==> src/rtl/cable_robot_step_targets_unit_defines.svh <==
// Assertion macros shared by the step target RTL.
// Needs clk and rst_n in the scope where a macro is used.
`ifndef CABLE_ROBOT_STEP_TARGETS_UNIT_DEFINES_SVH
`define CABLE_ROBOT_STEP_TARGETS_UNIT_DEFINES_SVH

// Checks a property on every rising clock edge outside reset.
`define CRST_ASSERT(lbl, prop, msg) \
    lbl: assert property (@(posedge clk) disable iff (!rst_n) prop) else $error(msg);

// Checks that a condition never holds.
`define CRST_NEVER(lbl, cond, msg) \
    lbl: assert property (@(posedge clk) disable iff (!rst_n) !(cond)) else $error(msg);

`endif

==> src/rtl/crst_pkg.sv <==
// Package for the cable robot step target unit: widths, types and helpers.
// Used by every module of the block; depends on nothing.
`default_nettype none
package crst_pkg;
    localparam int NUM_MOTORS = 4;
    localparam int POS_W = 24;
    localparam int FRAME_W = 24;
    localparam int RATIO_W = 32;
    localparam int MAG_W = 25;
    localparam int SQ_W = 2 * MAG_W;
    localparam int D_W = 52;
    localparam int RAD_W = 62;
    localparam int LEN_W = 31;
    localparam int REM_W = 33;
    localparam int STEP_W = 31;
    localparam int DELTA_W = 32;
    localparam int PROD_W = LEN_W + RATIO_W;
    localparam int PROD_SHIFT = 38;
    localparam int ROOT_STEPS = RAD_W / 2;
    localparam int CNT_W = 5;
    localparam int MOT_W = 2;
    localparam int ADDR_W = 4;

    typedef enum logic [1:0] {
        REG_FRAME_WIDTH  = 2'd0,
        REG_FRAME_LENGTH = 2'd1,
        REG_STEP_RATIO   = 2'd2
    } reg_idx_t;

    typedef struct packed {
        logic                      move;
        logic [NUM_MOTORS-1:0][D_W-1:0] dsq;
    } crst_item_t;

    function automatic logic [MAG_W-1:0] crst_mag(input logic signed [MAG_W:0] v);
        logic [MAG_W:0] n;
        n = -v;
        return v[MAG_W] ? n[MAG_W-1:0] : v[MAG_W-1:0];
    endfunction
endpackage
`default_nettype wire

==> src/rtl/crst_queue.sv <==
// Two-entry queue of squared lengths between the front and back ends.
// Depends on crst_pkg.
`default_nettype none
module crst_queue import crst_pkg::*; (
    input  wire logic       clk,
    input  wire logic       rst_n,
    input  wire logic       wr,
    input  crst_item_t      wr_item,
    output logic            q_full,
    input  wire logic       rd,
    output logic            q_empty,
    output crst_item_t      rd_item
);
    crst_item_t  mem_reg [2];
    logic        wp_reg, rp_reg;
    logic [1:0]  cnt_reg;

    assign q_full = cnt_reg[1];
    assign q_empty = (cnt_reg == 2'd0);
    assign rd_item = mem_reg[rp_reg];

    always_ff @(posedge clk or negedge rst_n)
    begin
        if (!rst_n)
        begin
            wp_reg <= 1'b0;
            rp_reg <= 1'b0;
            cnt_reg <= 2'd0;
        end
        else
        begin
            if (wr)
            begin
                wp_reg <= !wp_reg;
            end
            if (rd)
            begin
                rp_reg <= !rp_reg;
            end
            cnt_reg <= 2'(cnt_reg + {1'b0, wr} - {1'b0, rd});
        end
    end

    always_ff @(posedge clk)
    begin
        if (wr)
        begin
            mem_reg[wp_reg] <= wr_item;
        end
    end
endmodule
`default_nettype wire

==> config.mk <==
export PLATFORM = sky130hd
export DESIGN_NAME = crst_queue
export DESIGN_NICKNAME = d
export VERILOG_FILES = /design/src/rtl/cable_robot_step_targets_unit_defines.svh /design/src/rtl/crst_pkg.sv /design/src/rtl/crst_queue.sv
export SDC_FILE = /design/constraint.sdc
export NUM_CORES = 1
export LEC_CHECK = 0
export ABC_AREA = 1
export BUFFER_PORTS_ARGS = -buffer_cell sky130_fd_sc_hd__buf_2
export CORE_UTILIZATION = 45
export CTS_BUF_LIST = sky130_fd_sc_hd__clkbuf_8
export DETAILED_ROUTE_END_ITERATION = 6
export GPL_ROUTABILITY_DRIVEN = 0
export GPL_TIMING_DRIVEN = 1
export PLACE_DENSITY_LB_ADDON = 0.08
export SLEW_MARGIN = 20
export SYNTH_ARGS = -nofsm -noshare
export SYNTH_HDL_FRONTEND = slang
export SYNTH_SLANG_ARGS = --single-unit
export TNS_END_PERCENT = 1
==> constraint.sdc <==
create_clock -name clk -period 15.5 [get_ports clk]
set_input_delay 0.775 -clock clk [delete_from_list [all_inputs] [get_ports clk]]
set_output_delay 0.775 -clock clk [all_outputs]
set_load 0.05 [all_outputs]
Yosys cells after proc, flatten, opt, wreduce, memory -nomap -nowiden
Memories as Yosys holds them, arrays and structs flattened.
Cells that the tools add are included.

storage, ports and cells
  flip-flop bits (word level) = 4
  memory bits (writable) = 418
  input port bits = 213
  output and inout bits = 211
  memories kept = 1

memory list
  memory   words  width  read ports  clocked after memory_dff  wr ports  line              text
  mem_reg  2      209    1           0                         1         crst_queue.sv:14  crst_item_t mem_reg [2];

cells by class
  $add $sub $neg = 2
  multiplexer cells = 2
  reduce and logical (&&, ||, !) cells = 3

operators with widths
  operator         count
  $add 2x1->2      1
  $logic_not 1->1  2
  $logic_not 2->1  1
  $mux 1           2
  $sub 2x1->2      1

Longest topological paths before layout
  depth after elaboration = 2
  gate-level depth with buffers = 7
  mapped depth without buffers = 7

Worst setup path before layout
No wires, ideal clock.

  path type = input-to-reg
  start = input wr
  end = memory mem_reg[0][0] in the netlist's numbering, enable pin
  setup time = 0.788 ns
  data arrival time = 9.548 ns
  data required time = 14.712 ns
  slack = 5.164 ns
  cell stages on the path = 2
  path buffers = 0
  cells stage by stage = inv_1 nor2_1

on the way
  longest elaborated chain between the ends = 2

RTL lines
  what                          line              text
  start, declared               crst_queue.sv:7   input wire logic wr,
  $mux 1                        crst_queue.sv:46  if (wr)
  $mux 1 (not written as such)  crst_queue.sv:48  mem_reg[wp_reg] <= wr_item;
  end, declared                 crst_queue.sv:14

No other way between the ends.

==> results_dict.tcl <==
set metrics [dict create \
    status "finished, final reports clean" \
    dpl.cell_count 1954 \
    synth-edff-count 418 \
    ff_latch_area_um2 12660 \
    io_pins 424 \
    die-height_um 188.8 \
    cts_root_buf "clkbuf_8" \
    fin_ws_ps 10850 \
    cts_made_buffers 69 \
    min_from "wr_item[65]" \
    cts.path.max_buffers 3 \
    grt_pass1_vias 9032 \
    end_kind "primary output" \
    avgSynthCellArea_um2 14.08 \
    ys_types 13 \
    power.leakage_uw 0.008291 \
    worstSetupStartpoint "rp_reg" \
    dr_total_vias 9527 \
    max_freq_mhz 215.2 \
    start_kind "register" \
    cts_tree "done" \
    detailedPlace.worstSlack_ps 11330 \
    largest_reg_flops 418 \
    crit_required_ps 14730 \
    num_rows 68 \
    report.final.slew_viol_count 0 \
    ys_warn_count 0 \
    worst_pin_slew_ps 1045 \
    hold_path_class "primary input to register" \
    ir_drop_v 0.0001415 \
    ant_nets 0 \
    synthArstFlopShare_pct 0.9479 \
    clkTransAtPathRegs_ps 60 \
    ys_ff_latch 422 \
    first_pass_iters 4 \
    syn-num-nets 1331 \
    htree_levels 3 \
    drtIter0Drc 469 \
    portBuffers 423 \
    wl_mm 33.26 \
    rsz0062_at_grt "no" \
    relSlewSlack_pct 30.36 \
    grt_pass1_wl_mm 49.00 \
    synth_cells 1116 \
    cp_max_fo 110 \
    drive_above_1_share_pct 31.55 \
    synth_top_cell_by_area "edfxtp_1" \
    setup_viol 0 \
    cts.sinks 422 \
    grt_overflow 0 \
    finalSetupTns_ps 0 \
    fin_area_um2 19280 \
    antenna_found_initial 7 \
    ys_top_cells_by_area "edfxtp_1 (80%), inv_1 (5.2%), nand2_1 (5.1%)" \
    synth_most_common_cell "edfxtp_1" \
    area_delta_synth_final_pct 22.72 \
    die_x_um 188.8 \
    via_per_inst 4.605 \
    fin_util_pct 55.95 \
    hpwl_mm 21.95 \
    cts.repair.resized 0 \
    layoutNonFillerInstCount 2069 \
    placed_area_um2 18130 \
    fillers 2970 \
    fin_crit_sh_pct 29.98 \
    arrival_ps 3870 \
    skew_ps 22.38 \
    grt_max_degree 137 \
    die-area_um2 35660 \
    multi_input_area_um2 1916 \
    wl_per_cell_um 16.08 \
    synth_top_area_share_pct 79.90 \
    netlist_area_um2 15710 \
    ys_seq_area_share_pct 80.54 \
    core_area_um2 34460 \
    synthTopCellsByCount "edfxtp_1 (418), inv_1 (216), nand2_1 (215)" \
    grtUsageTotal_pct 18.36 \
    path_class "register to primary output" \
    power_density_nw_per_um2 221.6 \
    reg2reg_from "wp_reg" \
    synth_ff_type "edfxtp_1" \
    start_util_pct 45.59 \
    drv_cap 0 \
    clock_latency_ps 570 \
    period_minus_slack_ps 4648 \
    nets 1786 \
    drc 0 \
    hold_violations 0 \
]
kinds of logic after synthesis:
kind of cell	after synthesis	synth area share [%]
flops	422	80.54
buf+inv	263	7.319
simple gates	218	5.217
compound gates	209	6.658
xor+xnor	2	0.1115
fa+ha+maj	2	0.1593
cell type report:
type / count / area share, %
clock buffer: 71 / 5.068
tap: 455 / 2.953
sequential: 422 / 65.64
clock inverter: 39 / 0.7982
inverter: 216 / 4.244
antenna: 4 / 0.05192
multi-input combinational: 431 / 9.936
timing repair buffer: 431 / 11.31
path summary, 6_finish.rpt:
check	to	slack, ps	cells after the start
min reg2reg	wp_reg	550	1
min	mem_reg[0][65]	390	1
min in group asynchronous	cnt_reg[1]	540	2
max in group asynchronous	rp_reg	14810	2
max	rd_item[8]	10850	5
max reg2reg	mem_reg[0][141]	12490	3
layout by cell type (no fill, tap or decap), drive strengths merged:
master       instances
ha                   2
dfrtp                4
clkinvlp             1
nand2              215
clkinv              22
inv                232
diode                4
nand3                1
nor2                 2
o21ai              209
edfxtp             418
buf                430
xor2                 2
dlygate4sd3          1
clkbuf              71
through the flow:
stage                     power [µW]  hold slack, ps
after floorplan                 3137           463.4
after global placement          3483           534.1
after detailed placement        3498           540.5
after CTS                       4329           333.5
after global routing            4483           341.9
final                           4272           386.4
critical path, cell delays in order, from the launching register on:
cell     delay, ps
dfrtp_4       1050
buf_4          830
buf_4          760
nand2_1        130
o21ai_1        110
buf_2          280
power breakdown:
group / switching, µW / internal (µW) / total [µW] / leakage, µW
Clock: 401 / 418 / 820 / 0.000637
Combinational: 1510 / 333 / 1850 / 0.00368
Sequential: 86.5 / 1520 / 1600 / 0.00397
Total: 2000 / 2270 / 4270 / 0.00829
timing repair:
item / in CTS / in global routing
endpoints found under the hold margin: 4 / 0
setup buffers: 0 / 0
hold buffers: 1 / 0
routing by layer:
| layer | up-vias | track usage, % | wire (µm) |
|---|---|---|---|
| li1 | 4688 | - | - |
| met3 | 92 | 6.985 | 2819 |
| met2 | 322 | 30.49 | 16640 |
| met4 | 8 | 8.902 | 1207 |
| met5 | - | 0 | 60 |
| met1 | 4417 | 20.80 | 12540 |
Note: power is estimated with default switching activity, not from simulation.
