$ cat src/rtl/cable_robot_step_targets_unit_defines.svh
// Assertion macros shared by the step target RTL.
// Needs clk and rst_n in the scope where a macro is used.
`ifndef CABLE_ROBOT_STEP_TARGETS_UNIT_DEFINES_SVH
`define CABLE_ROBOT_STEP_TARGETS_UNIT_DEFINES_SVH

// Checks a property on every rising clock edge outside reset.
`define CRST_ASSERT(lbl, prop, msg) \
    lbl: assert property (@(posedge clk) disable iff (!rst_n) prop) else $error(msg);

// Checks that a condition never holds.
`define CRST_NEVER(lbl, cond, msg) \
    lbl: assert property (@(posedge clk) disable iff (!rst_n) !(cond)) else $error(msg);

`endif

$ cat src/rtl/crst_pkg.sv
// Package for the cable robot step target unit: widths, types and helpers.
// Used by every module of the block; depends on nothing.
`default_nettype none
package crst_pkg;
    localparam int NUM_MOTORS = 4;
    localparam int POS_W = 24;
    localparam int FRAME_W = 24;
    localparam int RATIO_W = 32;
    localparam int MAG_W = 25;
    localparam int SQ_W = 2 * MAG_W;
    localparam int D_W = 52;
    localparam int RAD_W = 62;
    localparam int LEN_W = 31;
    localparam int REM_W = 33;
    localparam int STEP_W = 31;
    localparam int DELTA_W = 32;
    localparam int PROD_W = LEN_W + RATIO_W;
    localparam int PROD_SHIFT = 38;
    localparam int ROOT_STEPS = RAD_W / 2;
    localparam int CNT_W = 5;
    localparam int MOT_W = 2;
    localparam int ADDR_W = 4;

    typedef enum logic [1:0] {
        REG_FRAME_WIDTH  = 2'd0,
        REG_FRAME_LENGTH = 2'd1,
        REG_STEP_RATIO   = 2'd2
    } reg_idx_t;

    typedef struct packed {
        logic                      move;
        logic [NUM_MOTORS-1:0][D_W-1:0] dsq;
    } crst_item_t;

    function automatic logic [MAG_W-1:0] crst_mag(input logic signed [MAG_W:0] v);
        logic [MAG_W:0] n;
        n = -v;
        return v[MAG_W] ? n[MAG_W-1:0] : v[MAG_W-1:0];
    endfunction
endpackage
`default_nettype wire

$ cat src/rtl/crst_back.sv
// Back end: four square root lanes, a shared step scaling multiplier,
// the current step counts and the result register. Depends on crst_pkg.
`default_nettype none
`include "cable_robot_step_targets_unit_defines.svh"
module crst_back import crst_pkg::*; (
    input  wire logic                 clk,
    input  wire logic                 rst_n,
    input  wire logic                 q_empty,
    input  crst_item_t                q_item,
    output logic                      q_pop,
    input  wire logic [RATIO_W-1:0]   steps_per_um_q32,
    output logic                      empty,
    input  wire logic                 pop,
    output logic [STEP_W-1:0]         target_steps [NUM_MOTORS],
    output logic [DELTA_W-1:0]        delta_steps [NUM_MOTORS]
);
    typedef enum logic [3:0] {
        ST_IDLE  = 4'b0001,
        ST_ROOT  = 4'b0010,
        ST_SCALE = 4'b0100,
        ST_EMIT  = 4'b1000
    } state_t;

    state_t              state_reg, state_next;
    logic [CNT_W-1:0]    cnt_reg, cnt_next;
    logic                move_reg;
    logic [RAD_W-1:0]    rad_reg [NUM_MOTORS];
    logic [LEN_W-1:0]    root_reg [NUM_MOTORS];
    logic [REM_W-1:0]    rem_reg [NUM_MOTORS];
    logic [RAD_W-1:0]    rad_next [NUM_MOTORS];
    logic [LEN_W-1:0]    root_next [NUM_MOTORS];
    logic [REM_W-1:0]    rem_next [NUM_MOTORS];
    logic [PROD_W-1:0]   prod_reg;
    logic [STEP_W-1:0]   tgt_reg [NUM_MOTORS];
    logic [STEP_W-1:0]   cur_reg [NUM_MOTORS];
    logic                out_valid_reg;
    logic                emit;
    logic [MOT_W-1:0]    mul_idx, wr_idx;

    assign q_pop = (state_reg == ST_IDLE) && !q_empty;
    assign emit = (state_reg == ST_EMIT) && (!out_valid_reg || pop);
    assign empty = !out_valid_reg;
    assign mul_idx = cnt_reg[MOT_W-1:0];
    assign wr_idx = MOT_W'(cnt_reg - CNT_W'(1));

    always_comb
    begin
        logic [REM_W+1:0] r4;
        logic [REM_W+1:0] trial;
        for (int k = 0; k < NUM_MOTORS; k++)
        begin
            r4 = {rem_reg[k], rad_reg[k][RAD_W-1:RAD_W-2]};
            trial = {2'b00, root_reg[k], 2'b01};
            rad_next[k] = {rad_reg[k][RAD_W-3:0], 2'b00};
            if (r4 >= trial)
            begin
                rem_next[k] = REM_W'(r4 - trial);
                root_next[k] = {root_reg[k][LEN_W-2:0], 1'b1};
            end
            else
            begin
                rem_next[k] = r4[REM_W-1:0];
                root_next[k] = {root_reg[k][LEN_W-2:0], 1'b0};
            end
        end
    end

    always_comb
    begin
        state_next = state_reg;
        cnt_next = cnt_reg;
        unique case (state_reg)
            ST_IDLE:
            begin
                cnt_next = '0;
                if (!q_empty)
                begin
                    state_next = ST_ROOT;
                end
            end
            ST_ROOT:
            begin
                cnt_next = CNT_W'(cnt_reg + CNT_W'(1));
                if (cnt_reg == CNT_W'(ROOT_STEPS - 1))
                begin
                    cnt_next = '0;
                    state_next = ST_SCALE;
                end
            end
            ST_SCALE:
            begin
                cnt_next = CNT_W'(cnt_reg + CNT_W'(1));
                if (cnt_reg == CNT_W'(NUM_MOTORS))
                begin
                    cnt_next = '0;
                    state_next = ST_EMIT;
                end
            end
            ST_EMIT:
            begin
                if (emit)
                begin
                    state_next = ST_IDLE;
                end
            end
            default:
            begin
                state_next = ST_IDLE;
            end
        endcase
    end

    always_ff @(posedge clk or negedge rst_n)
    begin
        if (!rst_n)
        begin
            state_reg <= ST_IDLE;
            cnt_reg <= '0;
            out_valid_reg <= 1'b0;
            for (int k = 0; k < NUM_MOTORS; k++)
            begin
                cur_reg[k] <= '0;
            end
        end
        else
        begin
            state_reg <= state_next;
            cnt_reg <= cnt_next;
            if (emit)
            begin
                out_valid_reg <= 1'b1;
                for (int k = 0; k < NUM_MOTORS; k++)
                begin
                    cur_reg[k] <= tgt_reg[k];
                end
            end
            else if (pop)
            begin
                out_valid_reg <= 1'b0;
            end
        end
    end

    always_ff @(posedge clk)
    begin
        if (q_pop)
        begin
            move_reg <= q_item.move;
            for (int k = 0; k < NUM_MOTORS; k++)
            begin
                rad_reg[k] <= {q_item.dsq[k], 10'b0};
                root_reg[k] <= '0;
                rem_reg[k] <= '0;
            end
        end
        else if (state_reg == ST_ROOT)
        begin
            for (int k = 0; k < NUM_MOTORS; k++)
            begin
                rad_reg[k] <= rad_next[k];
                root_reg[k] <= root_next[k];
                rem_reg[k] <= rem_next[k];
            end
        end
        if (state_reg == ST_SCALE)
        begin
            if (cnt_reg < CNT_W'(NUM_MOTORS))
            begin
                prod_reg <= root_reg[mul_idx] * steps_per_um_q32;
            end
            if (cnt_reg != '0)
            begin
                tgt_reg[wr_idx] <= STEP_W'(prod_reg[PROD_W-1:PROD_SHIFT]);
            end
        end
        if (emit)
        begin
            for (int k = 0; k < NUM_MOTORS; k++)
            begin
                target_steps[k] <= tgt_reg[k];
                delta_steps[k] <= move_reg
                    ? DELTA_W'({1'b0, tgt_reg[k]} - {1'b0, cur_reg[k]}) : '0;
            end
        end
    end

    `CRST_ASSERT(a_pop_only_idle, q_pop |-> (state_reg == ST_IDLE), "queue read outside idle")
    `CRST_NEVER(a_root_count, (state_reg == ST_ROOT) && (cnt_reg >= CNT_W'(ROOT_STEPS)), "root count overrun")
    `CRST_ASSERT(a_emit_waits, ((state_reg == ST_EMIT) && out_valid_reg && !pop) |=> (state_reg == ST_EMIT), "result overwritten")
endmodule
`default_nettype wire

$ cat config.mk
export PLATFORM = sky130hd
export DESIGN_NAME = crst_back
export DESIGN_NICKNAME = d
export VERILOG_FILES = /design/src/rtl/crst_pkg.sv /design/src/rtl/crst_back.sv
export VERILOG_INCLUDE_DIRS = /design/src /design/src/rtl
export SDC_FILE = /design/constraint.sdc
export NUM_CORES = 2
export LEC_CHECK = 0
export BUFFER_PORTS_ARGS = -buffer_cell sky130_fd_sc_hd__buf_4
export CAP_MARGIN = 30
export CORE_MARGIN = 3
export CORE_UTILIZATION = 57
export CTS_CLUSTER_DIAMETER = 150
export DETAILED_ROUTE_END_ITERATION = 8
export PLACE_DENSITY = 0.83
export SLEW_MARGIN = 10
export SYNTH_ARGS = -nofsm -noshare
export SYNTH_HDL_FRONTEND = slang
export SYNTH_SLANG_ARGS = --single-unit
$ cat constraint.sdc
create_clock -name clk -period 12.75 [get_ports clk]
set_input_delay 1.9125 -clock clk [delete_from_list [all_inputs] [get_ports clk]]
set_output_delay 1.9125 -clock clk [all_outputs]
set_load 0.05 [all_outputs]
Yosys cells after proc, flatten, opt, wreduce, memory -nomap -nowiden
Memory sizes are Yosys's and may differ from the RTL's.
Index checks and enable logic that the tools add are counted.
{"block": "classes", "addsub": 10, "multipliers": 1, "div": 0, "magnitude_cmp": 5, "eq_ne": 10, "n_shift": 0, "muxes": 38, "n_bitwise": 12, "reduce_logical": 10}
{"operator": "$mux 33", "n": 8}
{"operator": "$mux 60", "n": 4}
{"operator": "$ge 35x33->1", "n": 4}
{"operator": "$sub 33x33->33", "n": 4}
{"operator": "$sub 31x31->32", "n": 4}
{"operator": "$mux 31", "n": 4}
{"operator": "$mul 31x32->63", "n": 1}
{"operator": "$mux 4", "n": 4}
{"operator": "$pmux 4 s4", "n": 1}
{"operator": "$pmux 5 s3", "n": 1}
{"operator": "$mux 1", "n": 14}
{"operator": "$or 1x1->1", "n": 12}
{"operator": "$mux 5", "n": 2}
{"operator": "$ne 2x2->1 const B", "n": 4}
{"operator": "$add 5x1->5 const B", "n": 1}
{"operator": "$eq 5x3->1 const B", "n": 1}
{"operator": "$eq 5x5->1 const B", "n": 1}
{"operator": "$lt 5x3->1 const B", "n": 1}
{"operator": "$reduce_bool 5->1", "n": 1}
{"operator": "$eq 4x1->1 const B", "n": 1}
{"operator": "$eq 4x2->1 const B", "n": 1}
{"operator": "$eq 4x3->1 const B", "n": 1}
{"operator": "$eq 4x4->1 const B", "n": 1}
{"operator": "$reduce_and 4->1", "n": 1}
{"operator": "other kinds (7)", "n": 9}
{"block": "word_totals", "regBits": 450, "latch_bits": 0, "ram_bits": 596, "rom_bits": 0, "elab_cells": 107, "n_memories": 4}
{"memory": "rad_reg", "depth": 4, "width": 60, "read_ports": 4, "rd_ports_with_merged_regs": 0, "wr": 4, "line_no": "crst_back.sv:27", "source": "logic [RAD_W-1:0] rad_reg [NUM_MOTORS];"}
{"memory": "rem_reg", "depth": 4, "width": 33, "read_ports": 4, "rd_ports_with_merged_regs": 0, "wr": 4, "line_no": "crst_back.sv:29", "source": "logic [REM_W-1:0] rem_reg [NUM_MOTORS];"}
{"memory": "root_reg", "depth": 4, "width": 31, "read_ports": 5, "rd_ports_with_merged_regs": 0, "wr": 4, "line_no": "crst_back.sv:28", "source": "logic [LEN_W-1:0] root_reg [NUM_MOTORS];"}
{"memory": "tgt_reg", "depth": 4, "width": 25, "read_ports": 4, "rd_ports_with_merged_regs": 0, "wr": 1, "line_no": "crst_back.sv:34", "source": "logic [STEP_W-1:0] tgt_reg [NUM_MOTORS];"}

Logic depth before layout (Yosys ltp)
{"block": "logic_depth", "depth_word": 5, "ltp_mapped": 30, "depth_no_buf": 27}

Worst setup path after synthesis
No wires, ideal clock.
{"block": "synth_timing", "path_type": "in2reg", "startpoint": "in q_empty", "endpoint": "mem rad_reg[0][10] (netlist bit), enable pin", "setup_ns": 0.850, "t_arrival_ns": 12.111, "slack_ns": -0.211, "cell_stages": 3, "cell_sequence": "nor4b_1 -> nand2_1 -> nand2_1"}
{"item": "from (decl)", "line_no": "crst_back.sv:8", "source": "input wire logic q_empty,"}
{"item": "to (decl)", "line_no": "crst_back.sv:27"}

Worst setup path after layout
{"block": "layout_timing", "startpoint": "reg cnt_reg[0]", "endpoint": "reg prod_reg[62], data pin"}
{"block": "layout_via", "elab_chain_len": 2}
{"item": "from (decl)", "line_no": "crst_back.sv:25", "source": "logic [CNT_W-1:0] cnt_reg, cnt_next;"}
{"item": "from (signal assigned)", "line_no": "crst_back.sv:128", "source": "cnt_reg <= cnt_next;"}
{"item": "$mem_v2 4x31"}
{"item": "$mul 31x32->63", "line_no": "crst_back.sv:169", "source": "prod_reg <= root_reg[mul_idx] * steps_per_um_q32;"}
{"item": "to (signal assigned)", "line_no": "crst_back.sv:169"}
{"item": "to (decl)", "line_no": "crst_back.sv:33", "source": "logic [PROD_W-1:0] prod_reg;"}
Every way passes these cells.
A chain may end at the register's enable or synchronous reset.

==> metrics.txt <==
Detailed Place HPWL between 100000 and 150000 µm; Clock Root Buffer clkbuf_16; Max-Slew Margin vs Limit between 30% and 40%; Mapped Avg Cell Area 10.2 µm²; final hold violation count 0; max-slew violation count 0; die width 375 µm; Worst Tran Pin Value about 1 ns; number of flops mapped to enable cells by yosys about 820; htree depth 3; async set-reset flop share out of synthesis 11.9%; clk_lat worst skew 0.70 ns; Yosys reg bits about 930; post-route antenna net violation count 0; Initial DRC Count about 5500; initial antenna violation count 12; CTS tree built; DIE AREA 141000 µm²; met3 WL 19500 µm; uppermost layer routed met5; wire per inst 20.6 µm; Yosys cell types between 90 and 100; Setup-failing EPs final 0; Die Span Y roughly 380 µm; largest net degree at the start of global routing roughly 210; CTS Buffer Depth 3; DR DRC count 0; drt total wl about 200000 µm; RSZ-0062 raised after global routing no; first-pass GRT wire length 315000 µm; max FFs per register ~210; Cells after Synth approximately 7600; kind of critical path flop to flop; Reg clk slew, reported paths roughly 0.060 ns; clock period minus worst slack 10.12 ns; status finished, final reports clean; # port buffers 474; worst path cell trace buf_4 -> mux4_2 -> and2_1 -> fa_1 -> fa_1 -> inv_1 -> fa_1 -> fa_1 -> inv_1 -> fa_1 -> fa_1 -> fa_1 -> fa_1 -> ha_1 -> nand4_1 -> nor4_1 -> o2111ai_1 -> a21oi_2 -> o21ai_0 -> nand3_1 -> nand2_1 -> o211ai_1 -> nor4_1 -> a311oi_1; Ports around 500; Initial Utilization ~58%; vias in the first global route about 58000; grt total ovfl 0; Post CTS Setup Buffer Count 0; crit path capture type flop; Req. time, crit path between 10 and 15 ns; Post-CTS Hold Buffers 0; Vias/cell 5.79; met2 WL 95600 µm; Critical Path Fanout Max 32; Max stage delay on crit path slightly below 1 ns; CP most frequent cell fa_1; CTS buffer count approximately 90; P&R area growth vs syn 10.4%; synthesized area 77600 µm²; global-route usage over all layers 28.4%; startpoint types flop; Max Cap Viol 0; Worst Hold Class flop to flop; total number of vias roughly 56000; clock sink count 928; Fin Setup TNS 0 ns; Critical-path top delay cell mux4_2; gp weighted congestion roughly 0.95; FILL cells between 10000 and 15000; wl on met1 approximately 75000 µm; Final Cycle Share around four fifths; share of cells above drive strength 1 roughly a tenth; Core Area about 130000 µm²; Layout Skew between 0.05 and 0.06 ns; Layout Nets between 9000 and 10000; FP Rows about 130; Critical Path AT approximately 11 ns; Top FF cell, synth edfxtp_1; post-CTS sizing 0; fmax 0.0988 GHz; Syn. warnings 0; Detailed Routing Iterations Pass 1 6; register area share after synthesis 35.2%
## final timing paths
kind | slack [ns] | startpoint | to | depth (start not counted)
worst max-delay path | 2.63 | cnt_reg[0] | prod_reg[62] | 24
worst min-delay path | 0.45 | tgt_reg[0][0] | target_steps[93] | 0
worst max register to register | 2.63 | cnt_reg[0] | prod_reg[62] | 24
worst min register to register | 0.45 | tgt_reg[0][0] | target_steps[93] | 0
max in group asynchronous | 10.08 | rst_n | cnt_reg[0] | 2
min in group asynchronous | 1.32 | rst_n | cur_reg[54] | 1
## per-layer routing
layer | vias to the layer above | GRT usage (%)
met4 | 2 | 12.7
met5 | - | 0
met3 | 570 | 6.44
met1 | 27800 | 36.4
met2 | 2893 | 46.5
li1 | 25000 | -
## critical path: cells and delay by family, from the launching register on
family	cells	cell delay (ns)
and+or+nand+nor	6	1.78
muxes	1	0.97
DFF	1	0.68
AOI/OAI and AO/OA	5	1.46
buffers and inverters	3	0.56
adders and majority gates	9	4.44
## cells by family (layout without fill, tap and decap cells)
family / after synthesis / count (layout) / share of synthesized area (%)
flops: 928 / 928 / 35.2
other cells: 1 / 31 / 0.00483
simple gates: 2652 / 2652 / 15.6
xor+xnor: 197 / 197 / 2.22
buf+inv: 1464 / 1787 / 7.29
fa+ha+maj: 1359 / 1359 / 30.3
mux: 122 / 122 / 2.08
compound gates: 876 / 876 / 7.30
## layout make-up
type / count / area, µm² / area share, %
multi-input combinational: 5230 / 44800 / 52.3
clock inverter: 48 / 578 / 0.675
antenna: 7 / 17.5 / 0.0204
tap: 1768 / 2210 / 2.58
inverter: 1095 / 4120 / 4.81
sequential: 928 / 27300 / 31.9
clock buffer: 119 / 2510 / 2.92
timing repair buffer: 525 / 4160 / 4.86
## through the flow
stage	cells	cell area, µm²	hold slack [ns]	setup WS (ns)	utilization, %
6_report	9720	85700	0.453	2.63	63.8
5_1_grt	9715	85700	0.454	2.29	63.8
4_1_cts	9700	85400	0.442	2.79	63.6
3_5_place_dp	9533	82300	0.456	2.90	61.3
3_3_place_gp	9532	82300	0.436	2.94	61.3
2_1_floorplan	7622	77700	0.426	3.07	-
## layout by cell type (no fill, tap or decap), types with 218 or more instances in the layout
cell      count
inv_1      1093
nand2_1    1294
and2_1      554
fa_1        869
buf_4       510
ha_1        490
a21oi_1     231
edfxtp_1    818
o21ai_0     218
nor2_1      463
## cell usage after synthesis (all sizes together) (14+ instances only)
library cell | count | share of area [%]
nand2 | 1296 | 6.3
inv | 1094 | 5.3
fa | 869 | 22
edfxtp | 818 | 32
and2 | 554 | 4.5
ha | 490 | 7.9
nor2 | 464 | 2.2
clkbuf | 314 | 1.5
a21oi | 237 | 1.6
o21ai | 231 | 1.5
xnor2 | 113 | 1.3
a21o | 111 | 1.1
dfrtp | 109 | 3.5
mux2i | 88 | 1.1
xor2 | 84 | 0.95
nor3 | 70 | 0.47
buf | 55 | 0.48
nand3 | 52 | 0.34
nor2b | 51 | 0.41
o21a | 41 | 0.40
nand2b | 40 | 0.32
a211oi | 36 | 0.35
mux4 | 31 | 0.90
nand4 | 31 | 0.25
o21bai | 31 | 0.31
a31oi | 30 | 0.25
and3 | 25 | 0.20
o211ai | 21 | 0.22
o31ai | 19 | 0.18
or3 | 14 | 0.11
Power is left out: the tool's default activity adds up to more than one toggle a clock period on the data nets, which glitch-free logic cannot reach.
